**config.mk**
```make
export PLATFORM = sky130hd
export DESIGN_NAME = multi_motor_half_step_sequencer_unit
export DESIGN_NICKNAME = d
export VERILOG_FILES = /design/src/design/mmhs_pkg.sv /design/src/design/multi_motor_half_step_sequencer_unit.sv
export SDC_FILE = /design/constraint.sdc
export NUM_CORES = 1
export LEC_CHECK = 0
export BUFFER_PORTS_ARGS = -buffer_cell sky130_fd_sc_hd__clkbuf_2
export CORE_MARGIN = 4
export CORE_UTILIZATION = 52
export DETAILED_ROUTE_END_ITERATION = 10
export PLACE_DENSITY_LB_ADDON = 0.08
export SYNTH_ARGS = -nofsm -noshare
export SYNTH_HDL_FRONTEND = slang
export SYNTH_SLANG_ARGS = --single-unit
```
**constraint.sdc**
```tcl
create_clock -name clock -period 3.1 [get_ports clock]
set_input_delay 0.155 -clock clock [delete_from_list [all_inputs] [get_ports clock]]
set_output_delay 0.155 -clock clock [all_outputs]
set_load 0.01 [all_outputs]
```
**src/design/mmhs_pkg.sv**
```systemverilog
package mmhs_pkg;

   localparam int MOTOR_W    = 2;
   localparam int STEPS_W    = 16;
   localparam int PHASE_W    = 3;
   localparam int COIL_W     = 4;
   // Motors that the enable register, busy mask and coil field can describe.
   localparam int SHOWN_MOTORS = 2;
   localparam int REQ_DATA_W = 24;
   localparam int RSP_DATA_W = 16;

   typedef enum logic [1:0] {
      KIND_TICK  = 2'd0,
      KIND_MOVE  = 2'd1,
      KIND_STOP  = 2'd2,
      KIND_QUERY = 2'd3
   } kind_type;

   // Half-step coil pattern, one entry per phase index.
   function automatic logic [COIL_W-1:0] half_step_coils(input logic [PHASE_W-1:0] idx);
      logic [COIL_W-1:0] coils;
      case (idx)
         3'd0: coils = 4'b0001;
         3'd1: coils = 4'b0011;
         3'd2: coils = 4'b0010;
         3'd3: coils = 4'b0110;
         3'd4: coils = 4'b0100;
         3'd5: coils = 4'b1100;
         3'd6: coils = 4'b1000;
         3'd7: coils = 4'b1001;
         default: coils = 4'b0000;
      endcase
      return coils;
   endfunction

endpackage

```
**src/design/multi_motor_half_step_sequencer_unit.sv**
```systemverilog
// Half-step sequencer for several four-coil unipolar stepper motors.
// Request channel (req_): tuser carries the item kind (tick, move, stop,
// status query); tdata carries motor index, step count and direction.
// Response channel (rsp_): exactly one item per request, giving the error
// status, the busy mask, the coil drive bits and the tick running flag,
// all as they stand after the request has been applied.
// Configuration channel (csr_): writes the motor enable mask; it is always
// ready and should only be written while no request is in flight.
// An accepted request passes through the request register and then the
// response register, where the motor state is updated; it moves on when
// the response register is empty or its item is being taken.
// Throughput is one item per cycle while the receiver takes each response.
// When the receiver stalls, the response register holds its item and the
// request register can still take one more item, after which req_tready
// drops until the response is taken.
// Reset clears all motor counters, phases, directions, coils, the running
// flag, the enable mask and both valid flags.
module multi_motor_half_step_sequencer_unit #(
   parameter int NUM_MOTORS = 2
) (
   input  logic                              clock,
   input  logic                              reset,
   input  logic                              req_tvalid,
   output logic                              req_tready,
   // motor [1:0], steps [17:2], reverse [18], zero fill above
   input  logic [mmhs_pkg::REQ_DATA_W-1:0]   req_tdata,
   // kind [1:0]
   input  logic [1:0]                        req_tuser,
   output logic                              rsp_tvalid,
   input  logic                              rsp_tready,
   // status [0], busy_mask [2:1], coil_bits [10:3], running [11], zero fill
   output logic [mmhs_pkg::RSP_DATA_W-1:0]   rsp_tdata,
   input  logic                              csr_valid,
   output logic                              csr_ready,
   input  logic [mmhs_pkg::SHOWN_MOTORS-1:0] csr_data
);

   localparam int PW = mmhs_pkg::PHASE_W;
   localparam int SW = mmhs_pkg::STEPS_W;
   localparam int CW = mmhs_pkg::COIL_W;
   localparam int EW = mmhs_pkg::SHOWN_MOTORS;

   logic [EW-1:0] enable_ff;

   // Request register
   logic                          in_valid_ff;
   mmhs_pkg::kind_type            in_kind_ff;
   logic [mmhs_pkg::MOTOR_W-1:0]  in_motor_ff;
   logic [SW-1:0]                 in_steps_ff;
   logic                          in_reverse_ff;

   // Motor state
   logic [PW-1:0] phase_ff   [NUM_MOTORS];
   logic [PW-1:0] phase_in   [NUM_MOTORS];
   logic [SW-1:0] steps_ff   [NUM_MOTORS];
   logic [SW-1:0] steps_in   [NUM_MOTORS];
   logic          reverse_ff [NUM_MOTORS];
   logic          reverse_in [NUM_MOTORS];
   logic [CW-1:0] coil_ff    [NUM_MOTORS];
   logic [CW-1:0] coil_in    [NUM_MOTORS];
   logic          running_ff;
   logic          running_in;

   // Response register
   logic                          rsp_valid_ff;
   logic [mmhs_pkg::RSP_DATA_W-1:0] rsp_data_ff;
   logic [mmhs_pkg::RSP_DATA_W-1:0] rsp_data_in;

   logic                  advance;
   logic [NUM_MOTORS-1:0] usable;
   logic [NUM_MOTORS-1:0] stepping;
   logic [NUM_MOTORS-1:0] busy_next;
   logic                  target_ok;
   logic                  status_in;
   logic [EW-1:0]         busy_out;
   logic [EW*CW-1:0]      coils_out;

   assign advance    = in_valid_ff && (!rsp_valid_ff || rsp_tready);
   assign req_tready = !in_valid_ff || advance;
   assign csr_ready  = 1'b1;
   assign rsp_tvalid = rsp_valid_ff;
   assign rsp_tdata  = rsp_data_ff;

   always_ff @(posedge clock) begin
      if (reset) begin
         enable_ff <= '0;
      end else if (csr_valid) begin
         enable_ff <= csr_data;
      end
   end

   always_ff @(posedge clock) begin
      if (reset) begin
         in_valid_ff <= 1'b0;
      end else if (req_tready) begin
         in_valid_ff <= req_tvalid;
      end
   end

   always_ff @(posedge clock) begin
      if (req_tvalid && req_tready) begin
         in_kind_ff    <= mmhs_pkg::kind_type'(req_tuser);
         in_motor_ff   <= req_tdata[1:0];
         in_steps_ff   <= req_tdata[17:2];
         in_reverse_ff <= req_tdata[18];
      end
   end

   // Enabled motors that exist; motors beyond the enable register never move.
   always_comb begin
      for (int m = 0; m < NUM_MOTORS; m++) begin
         usable[m]   = (m < EW) && enable_ff[m % EW];
         stepping[m] = usable[m] && (steps_ff[m] != '0);
      end
   end

   always_comb begin
      target_ok = 1'b0;
      for (int m = 0; m < NUM_MOTORS; m++) begin
         if (int'(in_motor_ff) == m && usable[m]) begin
            target_ok = 1'b1;
         end
      end
   end

   always_comb begin
      for (int m = 0; m < NUM_MOTORS; m++) begin
         phase_in[m]   = phase_ff[m];
         steps_in[m]   = steps_ff[m];
         reverse_in[m] = reverse_ff[m];
         coil_in[m]    = coil_ff[m];
      end
      running_in = running_ff;
      status_in  = 1'b0;
      case (in_kind_ff)
         mmhs_pkg::KIND_TICK: begin
            if (running_ff) begin
               for (int m = 0; m < NUM_MOTORS; m++) begin
                  if (stepping[m]) begin
                     phase_in[m] = reverse_ff[m] ? phase_ff[m] - PW'(1)
                                                 : phase_ff[m] + PW'(1);
                     coil_in[m]  = mmhs_pkg::half_step_coils(phase_in[m]);
                     steps_in[m] = steps_ff[m] - SW'(1);
                  end
               end
               // No motor left to step: park the coils of the enabled motors and stop the tick.
               if (stepping == '0) begin
                  running_in = 1'b0;
                  for (int m = 0; m < NUM_MOTORS; m++) begin
                     if (usable[m]) begin
                        coil_in[m] = '0;
                     end
                  end
               end
            end
         end
         mmhs_pkg::KIND_MOVE: begin
            if (!target_ok || in_steps_ff == '0) begin
               status_in = 1'b1;
            end else begin
               for (int m = 0; m < NUM_MOTORS; m++) begin
                  if (int'(in_motor_ff) == m) begin
                     reverse_in[m] = in_reverse_ff;
                     steps_in[m]   = in_steps_ff;
                  end
               end
               running_in = 1'b1;
            end
         end
         mmhs_pkg::KIND_STOP: begin
            if (!target_ok) begin
               status_in = 1'b1;
            end else begin
               for (int m = 0; m < NUM_MOTORS; m++) begin
                  if (int'(in_motor_ff) == m) begin
                     steps_in[m] = '0;
                     coil_in[m]  = '0;
                  end
               end
               if (busy_next == '0) begin
                  running_in = 1'b0;
               end
            end
         end
         default: begin
         end
      endcase
   end

   // Busy after the stop: the stopped motor is cleared, the rest are as they are.
   always_comb begin
      for (int m = 0; m < NUM_MOTORS; m++) begin
         busy_next[m] = (steps_ff[m] != '0) && (int'(in_motor_ff) != m);
      end
   end

   always_comb begin
      busy_out  = '0;
      coils_out = '0;
      for (int m = 0; m < EW; m++) begin
         if (m < NUM_MOTORS) begin
            busy_out[m]          = steps_in[m % NUM_MOTORS] != '0;
            coils_out[m*CW +: CW] = coil_in[m % NUM_MOTORS];
         end
      end
      rsp_data_in = '0;
      rsp_data_in[0]    = status_in;
      rsp_data_in[2:1]  = busy_out;
      rsp_data_in[10:3] = coils_out;
      rsp_data_in[11]   = running_in;
   end

   always_ff @(posedge clock) begin
      if (reset) begin
         for (int m = 0; m < NUM_MOTORS; m++) begin
            phase_ff[m]   <= '0;
            steps_ff[m]   <= '0;
            reverse_ff[m] <= 1'b0;
            coil_ff[m]    <= '0;
         end
         running_ff <= 1'b0;
      end else if (advance) begin
         for (int m = 0; m < NUM_MOTORS; m++) begin
            phase_ff[m]   <= phase_in[m];
            steps_ff[m]   <= steps_in[m];
            reverse_ff[m] <= reverse_in[m];
            coil_ff[m]    <= coil_in[m];
         end
         running_ff <= running_in;
      end
   end

   always_ff @(posedge clock) begin
      if (reset) begin
         rsp_valid_ff <= 1'b0;
      end else if (advance) begin
         rsp_valid_ff <= 1'b1;
      end else if (rsp_tready) begin
         rsp_valid_ff <= 1'b0;
      end
   end

   always_ff @(posedge clock) begin
      if (advance) begin
         rsp_data_ff <= rsp_data_in;
      end
   end

`ifndef SYNTHESIS
   a_move_starts_tick: assert property (@(posedge clock) disable iff (reset)
      advance && in_kind_ff == mmhs_pkg::KIND_MOVE && !status_in |=> rsp_data_ff[11])
      else $error("accepted move did not leave the tick running");

   a_no_error_on_tick_query: assert property (@(posedge clock) disable iff (reset)
      advance && (in_kind_ff == mmhs_pkg::KIND_TICK || in_kind_ff == mmhs_pkg::KIND_QUERY)
      |=> !rsp_data_ff[0])
      else $error("tick or query reported an error");

   a_held_item_kept: assert property (@(posedge clock) disable iff (reset)
      in_valid_ff && !advance |=> in_valid_ff)
      else $error("request register dropped an item while stalled");

   a_state_only_on_advance: assert property (@(posedge clock) disable iff (reset)
      !advance |=> $stable(running_ff) && $stable(steps_ff[0]))
      else $error("motor state changed without an item moving to the response");
`endif

endmodule
```
==> results.sh, run 1 <==
export IMPL_status="complete, but fails checks"
export IMPL_violations="negative setup slack"
export IMPL_grt_pass1_wl_mm=24.1
export IMPL_ys_types=70
export IMPL_gp_congestion=0.977
export IMPL_synth_ff_type="edfxtp_1"
export IMPL_avgSynthCellArea_um2=10.2
export IMPL_synth_cells=497
export IMPL_cts_sinks=86
export IMPL_overflow=0
export IMPL_crit_path_end_kind="register"
export IMPL_timing_rr_end="rsp_tdata[1]$_DFFE_PP_"
export IMPL_postPlaceCellArea_um2=6100
export IMPL_post_route_util=0.722
export IMPL_clkTransAtPathRegs_ns=0.09
export IMPL_stdcell_area_um2=6760
export IMPL_ant_nets=0
export IMPL_drv_slew=0
export IMPL_power_frac_seq=0.510
export IMPL_synth_edf_count=81
export IMPL_num_vias=4841
export IMPL_powerDensity_nw_per_um2=405
export IMPL_vias_per_cell=6.14
export IMPL_fmax_ghz=0.321
export IMPL_die_h_um=107
export IMPL_cp_required_ns=3.21
export IMPL_drc=0
export IMPL_layout_min_cycle_time_ns=3.11
export IMPL_timing_max_cap_violations=0
export IMPL_rows=35
export IMPL_clock_latency_ns=0.36
export IMPL_core_um2=9370
export IMPL_arrival_ns=3.22
export IMPL_whs_path_depth=3
export IMPL_io_pins=52
export IMPL_pwr_share_comb=0.194
export IMPL_drt_total_wl_mm=15.2
export IMPL_power_internal_mw=1.97
export IMPL_finalWorstSetupSlack_ns=-0.0120
export IMPL_start_util=0.542
export IMPL_finalHoldViolCount=0
export IMPL_cts_max_level=3
export IMPL_place_detailed_hpwl_mm=11.1
export IMPL_finalSetupViolCount=1
export IMPL_min_path_type="primary input to register"
export IMPL_grt_pass1_vias=4769
export IMPL_drt_iter0_markers=517
export IMPL_yosysSeqAreaShare=0.498
export IMPL_antenna_found_initial=0
export IMPL_power_leakage_nw=2.67
export IMPL_dp_slack_ns=-0.147
export IMPL_n_antenna_cell=0
export IMPL_port_buffers=41
export IMPL_cts_max_path_buffers=2
export IMPL_yosys_register_bits=86
export IMPL_drive_above_1_share=0.310
export IMPL_swShare=0.280
export IMPL_numCtsBuffers=9
export IMPL_reg2reg_depth=8
export IMPL_synth_area_um2=5080
export IMPL_worst_pin_slew_ns=1.30
export IMPL_syn_to_final_growth_pct=33.1
export IMPL_final_setup_skew_ns=0.0131
export IMPL_hp_start="req_tvalid"
export IMPL_die_w_um=107
export IMPL_r2r_start="steps_ff[0][3]$_SDFFCE_PN0P_"
export IMPL_crit_path_start_kind="register"
export IMPL_fin_crit_sh=1.00
export IMPL_relSlewSlack=0.129
export IMPL_synth_warning_count=0
export IMPL_synthArstFlopShare=0
export IMPL_nets=703
export IMPL_rrSetupSlack_ns=-0.01
export IMPL_power_switching_uw=769
export IMPL_die_area_um2=11400
export IMPL_rsz0062_at_grt="yes"
export IMPL_grt_start_max_net_pins=28
export IMPL_vdd_ir_drop_max_uv=253
export IMPL_cts_tree="done"
export IMPL_critPathKind="register to register"
export IMPL_cts_root_buf="clkbuf_8"
export IMPL_clkPwrFrac=0.296
export IMPL_cp_max_fo=2
export IMPL_wl_per_cell_um=19.3
export IMPL_dr_pass1_iters=7
export IMPL_grtUsageTotal=0.270
export IMPL_min_to="in_valid_ff$_SDFFE_PP0N_"
## critical path, stage by stage (launching register included)
cell and delay, ns:
edfxtp_1 0.40, or4_4 0.58, nor3_4 0.22, nand2_1 0.12, or4_4 0.43, a32o_1 0.29
a211oi_2 0.20, nand4_1 0.18, or4_1 0.44
## sequential cells by signal, indices dropped and copies added, names as in the netlist, 2 cells and up
name         count
enable_ff        2
phase_ff         6
in_kind_ff       2
in_motor_ff      2
steps_ff        32
reverse_ff       2
rsp_tdata       12
coil_ff          8
in_steps_ff     16
## layout by cell type (no fill, tap or decap), types with 6 or more instances in the layout
| cell type | synthesis | layout |
|---|---|---|
| a21oi_1 | 16 | 16 |
| a221oi_1 | 11 | 9 |
| and2_1 | 20 | 19 |
| buf_4 | 5 | 101 |
| clkbuf_2 | 0 | 41 |
| clkbuf_8 | 0 | 9 |
| dlygate4sd3_1 | 0 | 21 |
| edfxtp_1 | 81 | 81 |
| ha_1 | 14 | 11 |
| inv_1 | 24 | 22 |
| mux2i_1 | 8 | 8 |
| nand2_1 | 47 | 46 |
| nand3_1 | 13 | 12 |
| nand4_1 | 10 | 10 |
| nor2_1 | 52 | 52 |
| nor3_1 | 22 | 19 |
| nor4_1 | 9 | 6 |
| o21ai_0 | 21 | 16 |
| o31ai_1 | 7 | 7 |
| or4_1 | 8 | 6 |
## final cells by class
cell class / count / area (µm²)
Clock inverter: 6 / 70.1
Timing Repair Buffer: 167 / 1250
Inverter: 24 / 90.1
Clock buffer: 10 / 128
Fill cell: 717 / 2610
Tap cell: 129 / 161
Sequential cell: 86 / 2530
Multi-Input combinational cell: 366 / 2530
## per-stage QoR
step / power (mW) / cells / hold WS [ns] / TNS [ns]
2_1_floorplan: 1.66 / 500 / 0.227 / 0
3_5_place_dp: 1.88 / 739 / 0.334 / -0.183
3_3_place_gp: 1.87 / 739 / 0.332 / -0.0182
5_1_grt: 2.85 / 788 / 0.0250 / -0.0943
4_1_cts: 2.70 / 781 / 0.0164 / 0
6_report: 2.74 / 788 / 0.0162 / -0.0120
## metal layers
layer  vias to the layer above  track usage  wire [µm]
li1                       2216            -          -
met1                      2316        0.344       6050
met2                       262        0.464       7410
met3                        47       0.0433       1230
met4                         0       0.0995        508
met5                         -            0          0
## timing repair
action                                  4_1_cts  5_1_grt
buffers inserted                              5        7
gates resized for setup                      12       29
pin swaps                                     8       15
hold endpoints to repair                     21        0
hold buffers                                 21        0
gates cloned                                  0        0
endpoints found under the setup margin        2        2
## cell usage after synthesis, drive strengths merged, types with 3 or more instances
library cell | number | share of area
edfxtp | 81 | 0.48
nor2 | 52 | 0.038
nand2 | 47 | 0.035
inv | 24 | 0.018
nor3 | 24 | 0.027
o21ai | 21 | 0.021
and2 | 20 | 0.025
a21oi | 16 | 0.016
clkbuf | 14 | 0.010
ha | 14 | 0.034
nand3 | 13 | 0.013
a221oi | 11 | 0.019
nand4 | 11 | 0.015
nor4 | 11 | 0.016
buf | 10 | 0.012
or4 | 10 | 0.016
mux2i | 8 | 0.016
o31ai | 7 | 0.010
a21o | 5 | 0.0074
a31oi | 5 | 0.0062
dfxtp | 5 | 0.020
nor3b | 5 | 0.0074
a22o | 4 | 0.0069
a22oi | 4 | 0.0059
nand2b | 4 | 0.0049
o311a | 4 | 0.0079
o311ai | 4 | 0.0069
or3 | 4 | 0.0052
xnor2 | 4 | 0.0069
a221o | 3 | 0.0059
a32o | 3 | 0.0059
nand3b | 3 | 0.0044
nor2b | 3 | 0.0037
o21bai | 3 | 0.0044
o41ai | 3 | 0.0052
or2 | 3 | 0.0037
## logic make-up (layout without fill, tap and decap cells)
| kind of cell | count (synthesis) | count (layout) | share of synthesized area |
|---|---|---|---|
| adders and majority gates | 16 | 16 | 0.0424 |
| other | 2 | 5 | 0.00148 |
| xor gates and xnor gates | 5 | 5 | 0.00862 |
| DFF | 86 | 86 | 0.498 |
| muxes | 9 | 9 | 0.0180 |
| AOI/OAI and AO/OA | 112 | 112 | 0.162 |
| and+or+nand+nor | 219 | 219 | 0.229 |
| buffers and inverters | 48 | 207 | 0.0396 |
## power groups by stage
stage | sequential (mW) | clock, mW | combinational [mW]
2_1_floorplan | 1.42 | 0 | 0.242
3_3_place_gp | 1.41 | 0 | 0.457
3_5_place_dp | 1.42 | 0 | 0.463
4_1_cts | 1.39 | 0.816 | 0.497
5_1_grt | 1.40 | 0.871 | 0.575
6_report | 1.40 | 0.813 | 0.532
## how the worst max path moves through the flow
stage,from,to,cells past startpoint
finish,steps_ff[0][3]$_SDFFCE_PN0P_,rsp_tdata[1]$_DFFE_PP_,8
global route,in_kind_ff[0]$_DFFE_PP_,rsp_tdata[1]$_DFFE_PP_,9
CTS,steps_ff[0][3]$_SDFFCE_PN0P_,rsp_tdata[1]$_DFFE_PP_,8
detailed placement,steps_ff[0][16]$_SDFFCE_PN0P_,rsp_tdata[2]$_DFFE_PP_,10
global placement,steps_ff[0][16]$_SDFFCE_PN0P_,rsp_tdata[2]$_DFFE_PP_,10
floorplan,in_kind_ff[0]$_DFFE_PP_,rsp_tdata[2]$_DFFE_PP_,9
No activity file was read; power rests on OpenSTA's default activity.
==> run 2, diff against run 1 <==
--- a/config.mk
+++ b/config.mk
@@ -13,3 +13,4 @@
 export SYNTH_ARGS = -nofsm -noshare
 export SYNTH_HDL_FRONTEND = slang
 export SYNTH_SLANG_ARGS = --single-unit
+export TNS_END_PERCENT = 30
==> results.sh, run 2 (synthesis results as in run 1) <==
export IMPL_finalSetupViolCount=0
export IMPL_min_path_type="primary input to register"
export IMPL_crit_slowest_cell="or4_4"
export IMPL_finalWorstSetupSlack_ns=0.00166
export IMPL_rsz0062_at_grt="yes"
export IMPL_fin_hold_ws_ns=0.0178
export IMPL_cp_required_ns=3.20
export IMPL_clkTransAtPathRegs_ns=0.09
export IMPL_start_util=0.542
export IMPL_overflow=0
export IMPL_power_frac_seq=0.511
export IMPL_path_cells="or4_4 -> nor3_4 -> nand2_1 -> or4_4 -> a32o_1 -> a211oi_2 -> nand4_1 -> or4_1"
export IMPL_nets=700
export IMPL_dp_slack_ns=-0.147
export IMPL_grtUsageTotal=0.270
export IMPL_final_setup_skew_ns=0.00919
export IMPL_antenna_found_initial=0
export IMPL_critPathKind="register to register"
export IMPL_vdd_ir_drop_max_uv=248
export IMPL_cp_max_fo=2
export IMPL_layout_min_cycle_time_ns=3.10
export IMPL_io_pins=52
export IMPL_port_buffers=41
export IMPL_die_w_um=107
export IMPL_reg2reg_depth=8
export IMPL_status="complete, no violations"
export IMPL_cts_root_buf="clkbuf_8"
export IMPL_grt_start_max_net_pins=28
export IMPL_layout_commonest_cell="buf_4"
export IMPL_wl_per_cell_um=19.2
export IMPL_power_mw=2.73
export IMPL_largest_reg_flops=32
export IMPL_whs_path_depth=3
export IMPL_crit_path_start_kind="register"
export IMPL_grt_pass1_vias=4769
export IMPL_fin_crit_sh=0.999
export IMPL_finalSetupTns_ns=0
export IMPL_postPlaceCellArea_um2=6100
export IMPL_ant_nets=0
export IMPL_worst_pin_slew_ns=1.32
export IMPL_top_register="steps_ff"
export IMPL_cp_num_cells=8
export IMPL_die_area_um2=11400
export IMPL_rows=35
export IMPL_relSlewSlack=0.110
export IMPL_pwr_share_comb=0.192
export IMPL_cts_max_level=3
export IMPL_seqCellArea_um2=2530
export IMPL_swShare=0.279
export IMPL_crit_path_max_incr_delay_ns=0.58
export IMPL_num_vias=4825
export IMPL_cts_max_path_buffers=2
export IMPL_crit_buf_inv=0
export IMPL_drv_slew=0
export IMPL_drt_total_wl_mm=15.1
export IMPL_drive_above_1_share=0.299
export IMPL_die_h_um=107
export IMPL_final_cell_mix="98 x buf_4, 81 x edfxtp_1, 52 x nor2_1"
export IMPL_drc=0
export IMPL_numCtsBuffers=9
export IMPL_stdcell_area_um2=6700
export IMPL_cts_sinks=86
export IMPL_crit_path_end_kind="register"
export IMPL_clkPwrFrac=0.297
export IMPL_clock_latency_ns=0.36
export IMPL_syn_to_final_growth_pct=31.8
export IMPL_path_common_cell="or4_4"
export IMPL_multi_input_area_um2=2490
export IMPL_fillers=726
export IMPL_powerDensity_nw_per_um2=408
export IMPL_dr_pass1_iters=7
export IMPL_grt_pass1_wl_mm=24.1
export IMPL_arrival_ns=3.20
export IMPL_place_detailed_hpwl_mm=11.1
export IMPL_power_leakage_nw=2.64
export IMPL_cts_tree="done"
export IMPL_power_internal_mw=1.97
export IMPL_timing_max_cap_violations=0
export IMPL_finalHoldViolCount=0
export IMPL_core_um2=9370
export IMPL_fmax_ghz=0.323
export IMPL_drt_iter0_markers=528
export IMPL_critPathTopFamily="simple AND/OR/NAND/NOR gates"
export IMPL_power_switching_uw=762
export IMPL_vias_per_cell=6.15
export IMPL_n_antenna_cell=0
export IMPL_gp_congestion=0.977
[run 2: path summary, 6_finish.rpt]
check | startpoint | end | slack [ns]
min reg2reg | in_valid_ff$_SDFFE_PP0N_ | rsp_tvalid$_SDFFE_PP0P_ | 0.52
max reg2reg | steps_ff[0][3]$_SDFFCE_PN0P_ | rsp_tdata[1]$_DFFE_PP_ | 0.002
min | req_tvalid | in_valid_ff$_SDFFE_PP0N_ | 0.02
max | steps_ff[0][3]$_SDFFCE_PN0P_ | rsp_tdata[1]$_DFFE_PP_ | 0.002
[run 2: area by class of cell]
type	instances	area share
clock buffers	10	0.0191
clock inverters	6	0.0105
inverters	24	0.0134
multi-input cells	366	0.371
flip-flops and latches	86	0.378
well taps	129	0.0241
repair buffers	164	0.184
[run 2: stage by stage]
step           utilization  instances
3_3_place_gp         0.650        739
3_5_place_dp         0.650        739
6_report             0.715        785
2_1_floorplan            -        500
4_1_cts              0.703        781
5_1_grt              0.715        785
[run 2: power groups by stage]
stage,clock [mW],sequential [mW],combinational [mW]
2_1_floorplan,0,1.42,0.242
3_3_place_gp,0,1.41,0.457
3_5_place_dp,0,1.42,0.463
4_1_cts,0.816,1.39,0.497
5_1_grt,0.871,1.40,0.564
6_report,0.811,1.40,0.523
[run 2: what timing repair did]
| item | 4_1_cts | 5_1_grt |
|---|---|---|
| endpoints found under the hold margin | 21 | 0 |
| endpoints found under the setup margin | 2 | 2 |
| pin swaps | 8 | 6 |
| buffers inserted | 5 | 4 |
| resized for setup | 12 | 20 |
| hold buffers | 21 | 0 |
[run 2: worst register-to-register path: cells and delay by family, from the launching register on]
family	cells	cell delay [ns]
and+or+nand+nor	6	1.96
AOI/OAI and AO/OA	2	0.49
DFF	1	0.40
[run 2: metal layers]
layer	GRT usage	up-vias	share of wire
met2	0.464	267	0.48
met1	0.344	2296	0.40
li1	-	2204	-
met3	0.0433	58	0.079
met4	0.0995	0	0.037
met5	0	-	0
